**config.mk**
```make
export PLATFORM = sky130hd
export DESIGN_NAME = sensor_frame_sync_checksum_parser
export DESIGN_NICKNAME = d
export VERILOG_FILES = /design/src/rtl/sfsc_pkg.sv /design/src/rtl/sensor_frame_sync_checksum_parser.sv /design/src/rtl/sfsc_in_stage.sv /design/src/rtl/sfsc_frame_asm.sv /design/src/rtl/sfsc_out_reg.sv
export SDC_FILE = /design/constraint.sdc
export NUM_CORES = 1
export LEC_CHECK = 0
export BUFFER_PORTS_ARGS = -buffer_cell sky130_fd_sc_hd__buf_2
export CORE_ASPECT_RATIO = 0.8
export CORE_UTILIZATION = 30
export DETAILED_ROUTE_END_ITERATION = 16
export PLACE_DENSITY = 0.54
export REMOVE_ABC_BUFFERS = 1
export SYNTH_ARGS = -nofsm -noshare
export SYNTH_HDL_FRONTEND = slang
export SYNTH_HIERARCHICAL = 1
export SYNTH_SLANG_ARGS = --single-unit
```
**constraint.sdc**
```tcl
create_clock -name clk -period 10.37 [get_ports clk]
set_input_delay 1.5555 -clock clk [delete_from_list [all_inputs] [get_ports clk]]
set_output_delay 1.5555 -clock clk [all_outputs]
set_load 0.01 [all_outputs]
```
**src/rtl/sfsc_pkg.sv**
```systemverilog
// shared types and constants of the frame parser
package sfsc_pkg;

  // frame header byte
  localparam logic [7:0] HEADER_BYTE = 8'h57;

  // frame bytes that results read: positions FIRST_KEPT to LAST_KEPT
  localparam int FIRST_KEPT = 3;
  localparam int LAST_KEPT  = 13;
  localparam int NUM_KEPT   = LAST_KEPT - FIRST_KEPT + 1;

  // one input item
  typedef struct packed {
    logic [7:0]  rx_byte;
    logic [63:0] now_us;
  } in_item_t;

  // one result item
  typedef struct packed {
    logic [7:0]         sensor_id;
    logic [31:0]        sensor_time_ms;
    logic signed [23:0] distance_mm;
    logic [7:0]         range_status;
    logic [15:0]        echo_level;
    logic [63:0]        header_time_us;
  } res_t;

endpackage

```
**src/rtl/sensor_frame_sync_checksum_parser.sv**
```systemverilog
// top level of the sum-checksum sensor frame parser
//
//   channel | direction | handshake            | fields
//   in      | input     | in_valid / in_stall  | in_rx_byte, in_now_us
//   out     | output    | out_valid / out_stall| sensor id, times, distance, status, strength
//
// one byte item per cycle unless in_stall is high; a frame's last byte is accepted into
// the input register, checked there, and its result is then loaded into the result register
// synchronous active-low reset returns the parser to header search
// in_stall rises only while a good-frame result waits behind a stalled output
module sensor_frame_sync_checksum_parser #(
  parameter int FRAME_LENGTH = 16
) (
  input  logic               clk,
  input  logic               rst_n,
  input  logic               in_valid,
  output logic               in_stall,
  input  logic [7:0]         in_rx_byte,
  input  logic [63:0]        in_now_us,
  output logic               out_valid,
  input  logic               out_stall,
  output logic [7:0]         out_sensor_id,
  output logic [31:0]        out_sensor_time_ms,
  output logic signed [23:0] out_distance_mm,
  output logic [7:0]         out_range_status,
  output logic [15:0]        out_echo_level,
  output logic [63:0]        out_header_time_us
);

  sfsc_pkg::in_item_t item;
  sfsc_pkg::res_t     res;
  sfsc_pkg::res_t     res_q;
  logic               item_valid;
  logic               take;
  logic               hit;
  logic               o_ready;

  // consume the held item unless its result has nowhere to go
  assign take = item_valid && (!hit || o_ready);

  sfsc_in_stage u_in (
    .clk        (clk),
    .rst_n      (rst_n),
    .in_valid   (in_valid),
    .in_stall   (in_stall),
    .in_rx_byte (in_rx_byte),
    .in_now_us  (in_now_us),
    .take       (take),
    .item_valid (item_valid),
    .item       (item)
  );

  sfsc_frame_asm #(
    .FRAME_LENGTH (FRAME_LENGTH)
  ) u_asm (
    .clk        (clk),
    .rst_n      (rst_n),
    .item_valid (item_valid),
    .item       (item),
    .take       (take),
    .hit        (hit),
    .res        (res)
  );

  sfsc_out_reg u_out (
    .clk       (clk),
    .rst_n     (rst_n),
    .load      (take && hit),
    .res_in    (res),
    .ready     (o_ready),
    .out_stall (out_stall),
    .out_valid (out_valid),
    .res_out   (res_q)
  );

  // result fields to ports
  assign out_sensor_id      = res_q.sensor_id;
  assign out_sensor_time_ms = res_q.sensor_time_ms;
  assign out_distance_mm    = res_q.distance_mm;
  assign out_range_status   = res_q.range_status;
  assign out_echo_level     = res_q.echo_level;
  assign out_header_time_us = res_q.header_time_us;

endmodule

```
**src/rtl/sfsc_in_stage.sv**
```systemverilog
// input register stage of the frame parser
module sfsc_in_stage (
  input  logic             clk,
  input  logic             rst_n,
  input  logic             in_valid,
  output logic             in_stall,
  input  logic [7:0]       in_rx_byte,
  input  logic [63:0]      in_now_us,
  input  logic             take,
  output logic             item_valid,
  output sfsc_pkg::in_item_t item
);

  logic               valid_r;
  logic               valid_nxt;
  sfsc_pkg::in_item_t item_r;
  logic               load;

  // hold the item while the parser cannot consume it
  assign in_stall = valid_r && !take;
  assign load     = in_valid && !in_stall;

  always_comb begin
    valid_nxt = valid_r;
    if (load) begin
      valid_nxt = 1'b1;
    end else if (take) begin
      valid_nxt = 1'b0;
    end
  end

  always_ff @(posedge clk) begin
    if (!rst_n) begin
      valid_r <= 1'b0;
    end else begin
      valid_r <= valid_nxt;
    end
  end

  // payload capture
  always_ff @(posedge clk) begin
    if (load) begin
      item_r.rx_byte <= in_rx_byte;
      item_r.now_us  <= in_now_us;
    end
  end

  assign item_valid = valid_r;
  assign item       = item_r;

endmodule

```
**src/rtl/sfsc_frame_asm.sv**
```systemverilog
// frame assembly, running checksum and result formation
module sfsc_frame_asm #(
  parameter int FRAME_LENGTH = 16
) (
  input  logic               clk,
  input  logic               rst_n,
  input  logic               item_valid,
  input  sfsc_pkg::in_item_t item,
  input  logic               take,
  output logic               hit,
  output sfsc_pkg::res_t     res
);

  localparam int POS_W = $clog2(FRAME_LENGTH);
  localparam logic [POS_W-1:0] LAST_POS = POS_W'(FRAME_LENGTH - 1);

  logic [POS_W-1:0] pos_r, pos_nxt;
  logic [7:0]       sum_r, sum_nxt;
  logic [63:0]      start_r;
  logic             start_load;
  logic [7:0]       kept_r [sfsc_pkg::NUM_KEPT];

  // position and checksum update for the item being consumed
  always_comb begin
    pos_nxt    = pos_r;
    sum_nxt    = sum_r;
    start_load = 1'b0;
    if (take) begin
      if (pos_r == '0) begin
        if (item.rx_byte == sfsc_pkg::HEADER_BYTE) begin
          pos_nxt    = POS_W'(1);
          sum_nxt    = item.rx_byte;
          start_load = 1'b1;
        end
      end else if (pos_r < LAST_POS) begin
        pos_nxt = pos_r + POS_W'(1);
        sum_nxt = sum_r + item.rx_byte;
      end else begin
        pos_nxt = '0;
      end
    end
  end

  // a good frame ends on a byte equal to the running sum
  assign hit = item_valid && (pos_r == LAST_POS) && (sum_r == item.rx_byte);

  always_ff @(posedge clk) begin
    if (!rst_n) begin
      pos_r   <= '0;
      sum_r   <= '0;
      start_r <= '0;
    end else begin
      pos_r <= pos_nxt;
      sum_r <= sum_nxt;
      if (start_load) begin
        start_r <= item.now_us;
      end
    end
  end

  // keep only the frame bytes that a result reads, each at its own position
  always_ff @(posedge clk) begin
    for (int k = 0; k < sfsc_pkg::NUM_KEPT; k++) begin
      if (take && pos_r == POS_W'(sfsc_pkg::FIRST_KEPT + k)) begin
        kept_r[k] <= item.rx_byte;
      end
    end
  end

  // result fields, little-endian
  always_comb begin
    res.sensor_id      = kept_r[0];
    res.sensor_time_ms = {kept_r[4], kept_r[3], kept_r[2], kept_r[1]};
    res.distance_mm    = $signed({kept_r[7], kept_r[6], kept_r[5]});
    res.range_status   = kept_r[8];
    res.echo_level     = {kept_r[10], kept_r[9]};
    res.header_time_us = start_r;
  end

endmodule

```
**src/rtl/sfsc_out_reg.sv**
```systemverilog
// result register with stall handling
module sfsc_out_reg (
  input  logic           clk,
  input  logic           rst_n,
  input  logic           load,
  input  sfsc_pkg::res_t res_in,
  output logic           ready,
  input  logic           out_stall,
  output logic           out_valid,
  output sfsc_pkg::res_t res_out
);

  logic           valid_r;
  logic           valid_nxt;
  sfsc_pkg::res_t res_r;

  // free when empty or being taken this cycle
  assign ready = !valid_r || !out_stall;

  always_comb begin
    valid_nxt = valid_r;
    if (load) begin
      valid_nxt = 1'b1;
    end else if (!out_stall) begin
      valid_nxt = 1'b0;
    end
  end

  always_ff @(posedge clk) begin
    if (!rst_n) begin
      valid_r <= 1'b0;
    end else begin
      valid_r <= valid_nxt;
    end
  end

  always_ff @(posedge clk) begin
    if (load) begin
      res_r <= res_in;
    end
  end

  assign out_valid = valid_r;
  assign res_out   = res_r;

endmodule

```
==> results_dict.tcl <==
set metrics [dict create \
    slew_headroom_pct 24.4 \
    synthCells 734 \
    final_common_cell "edfxtp_1" \
    cts.clk_slew.worst_paths_ns 0.06 \
    cts_tree "done" \
    critPathKind "reg -> out" \
    synthesis.area_mm2 0.0127 \
    area_delta_synth_final_pct 23.8 \
    grt_pass1_vias 6517 \
    grt_util_met3_pct 2.64 \
    max_freq_mhz 206 \
    grt_use_met1_pct 17.5 \
    drt_iter0_markers 382 \
    grt_max_degree 79 \
    rsz0062_at_grt "no" \
    busiest_layer "met2" \
    wl_per_cell_um 17.2 \
    port_buffers 229 \
    post_cts_buffers 0 \
    tightest_slew_ns 1.13 \
    drc_errors 0 \
    path_max_fanout 14 \
    setup_viol 0 \
    die_height_um 186 \
    synth_warnings 6 \
    gp_congestion 0.735 \
    root_buffer "clkbuf_16" \
    htree_levels 2 \
    clk_path_buf_depth 3 \
    first_pass_iters 4 \
    dieArea_mm2 0.0433 \
    crit_chain "ha_1, nor4_1, nand2_1, nor3_1, a21boi_1, nor2b_4, buf_2" \
    synth-edff-count 312 \
    avgSynthCellArea_um2 17.4 \
    end_kind "primary output" \
    peakVddDrop_v 0.000125 \
    initial_core_util_pct 30.4 \
    hold_path.class "reg -> reg" \
    hold_viol_final 0 \
    cts_resized 0 \
    placed_area_mm2 0.0144 \
    dp_hpwl_mm 16.4 \
    fp-row-count 67 \
    synthArstFlopShare_pct 0 \
    setup_tns_ns 0 \
    clock_skew_ns 0.0196 \
    grt_pass1_wl_mm 40.2 \
    ys_types 46 \
    fin_cells 1570 \
    clk-insertion-delay-late_ns 0.55 \
    die_x_um 232 \
    finalCritPeriodShare_pct 46.9 \
    critPathArrivalTime_ns 3.31 \
    cp-start-kind "flop" \
    numCtsBuffers 41 \
    slew_violations 0 \
    routed_wl_mm 27.0 \
    critPathMaxStageDelay_ns 0.87 \
    power_leakage_uw 0.00525 \
    outcome "finished, final reports clean" \
    mostFrequentLayoutCells "312 x edfxtp_1, 229 x buf_2, 143 x nand2_1, 78 x dfxtp_1, 71 x a21oi_1" \
    num_vias 6693 \
    core_area_mm2 0.0419 \
    post_drt_via_cell_ratio 4.26 \
    synth_seq_area_share_pct 85.8 \
    antenna_found_initial 4 \
    crit_buf_inv 1 \
    cp_slowest_cell "edfxtp_1" \
    dp.cells 1494 \
    ant_nets 0 \
    met2_usage_pct 18.8 \
    synth-seq-cells 390 \
    ys.flop_type "edfxtp_1" \
    crit_family "simple AND/OR/NAND/NOR gates" \
    p_per_area_mw_per_mm2 203 \
    drive_gt1_share_pct 29.6 \
    maxCapViolations 0 \
    cts_hold_buf 0 \
    ios 230 \
    whs_ns 0.412 \
    design_area_mm2 0.0158 \
    grt-ovfl-total 0 \
    cts_sinks 390 \
    final_nets 1073 \
    grt_usage_pct 12.5 \
    min_period_ns 4.87 \
    power.total_uw 3200 \
    worstPathRequired_ns 8.81 \
]
==> area by class of cell <==
| type | count | area, um2 |
|---|---|---|
| clock buffer | 55 | 1150 |
| fill | 3958 | 26100 |
| multi-input combinational | 310 | 1600 |
| clock inverter | 19 | 180 |
| sequential | 390 | 10900 |
| antenna | 2 | 5.00 |
| inverter | 7 | 26.3 |
| timing repair buffer | 235 | 1190 |
| tap | 552 | 691 |
==> final timing paths <==
kind	from	endpoint	slack [ns]	cells after the start
hold reg to reg	u_asm/kept_r[9][1]	u_out/res_out[65]	0.41	0
setup / recovery	u_in/item[66]	in_stall	5.50	7
setup reg to reg	u_in/item[66]	u_in/item[55]	6.35	8
hold / removal	u_asm/kept_r[9][1]	u_out/res_out[65]	0.41	0
==> sequential cells by signal, summed over array words and instances (netlist names) <==
signal / cells
u_asm/kept_r: 88
u_asm/pos_r: 4
u_in/item: 72
u_in/item_valid: 1
u_out/out_valid: 1
u_asm/sum_r: 8
u_out/res_out: 152
u_asm/start_r: 64
==> power by group <==
part	total, uW	switching [uW]	leakage [uW]	internal [uW]
clock	1440	583	0.000639	856
sequential	1720	15.0	0.00334	1700
combinational	43.0	27.1	0.00127	15.9
==> metrics by stage <==
stage | setup slack (ns) | utilization, %
global route | 5.20 | 37.6
CTS | 5.44 | 37.6
detailed placement | 5.88 | 34.5
floorplan | 4.37 | -
finish | 5.50 | 37.6
global placement | 5.89 | 34.5
==> layer usage <==
layer  up-vias  share of wire, %
li1       3187                 -
met1      3261                46
met2       197                45
met3        48               6.5
met4         0               2.7
met5         -                 0
==> kinds of logic (layout without fill, tap and decap cells) <==
logic type                 Yosys count  after routing  synth area share [%]
xor gates and xnor gates             5              5                 0.344
muxes                                2              2                 0.157
other                                0              2                     0
DFF                                390            390                  85.8
AOI/OAI and AO/OA                  100            100                  4.29
adders and majority gates           12             12                  1.24
buffers and inverters               34            316                  1.84
and+or+nand+nor                    191            191                  6.36
==> cell usage after synthesis, types with 2 or more instances <==
cell type,count,area (um2)
nand2b_1,3,18.8
o22ai_1,2,12.5
nor2_1,21,78.8
xor2_1,3,26.3
nor3_1,5,25.0
clkbuf_1,9,33.8
nand2_1,143,537
buf_4,2,15.0
nand3_1,3,15.0
buf_6,3,33.8
nor2b_1,4,25.0
dfxtp_1,78,1560
ha_1,11,138
mux2i_1,2,20.0
o21a_1,3,22.5
xnor2_1,2,17.5
buf_8,6,90.1
inv_1,6,22.5
o21ai_0,10,50.1
buf_2,7,35.0
edfxtp_1,312,9370
a211oi_1,5,37.5
a21oi_1,71,355
Power figures use the tool's default switching activity.
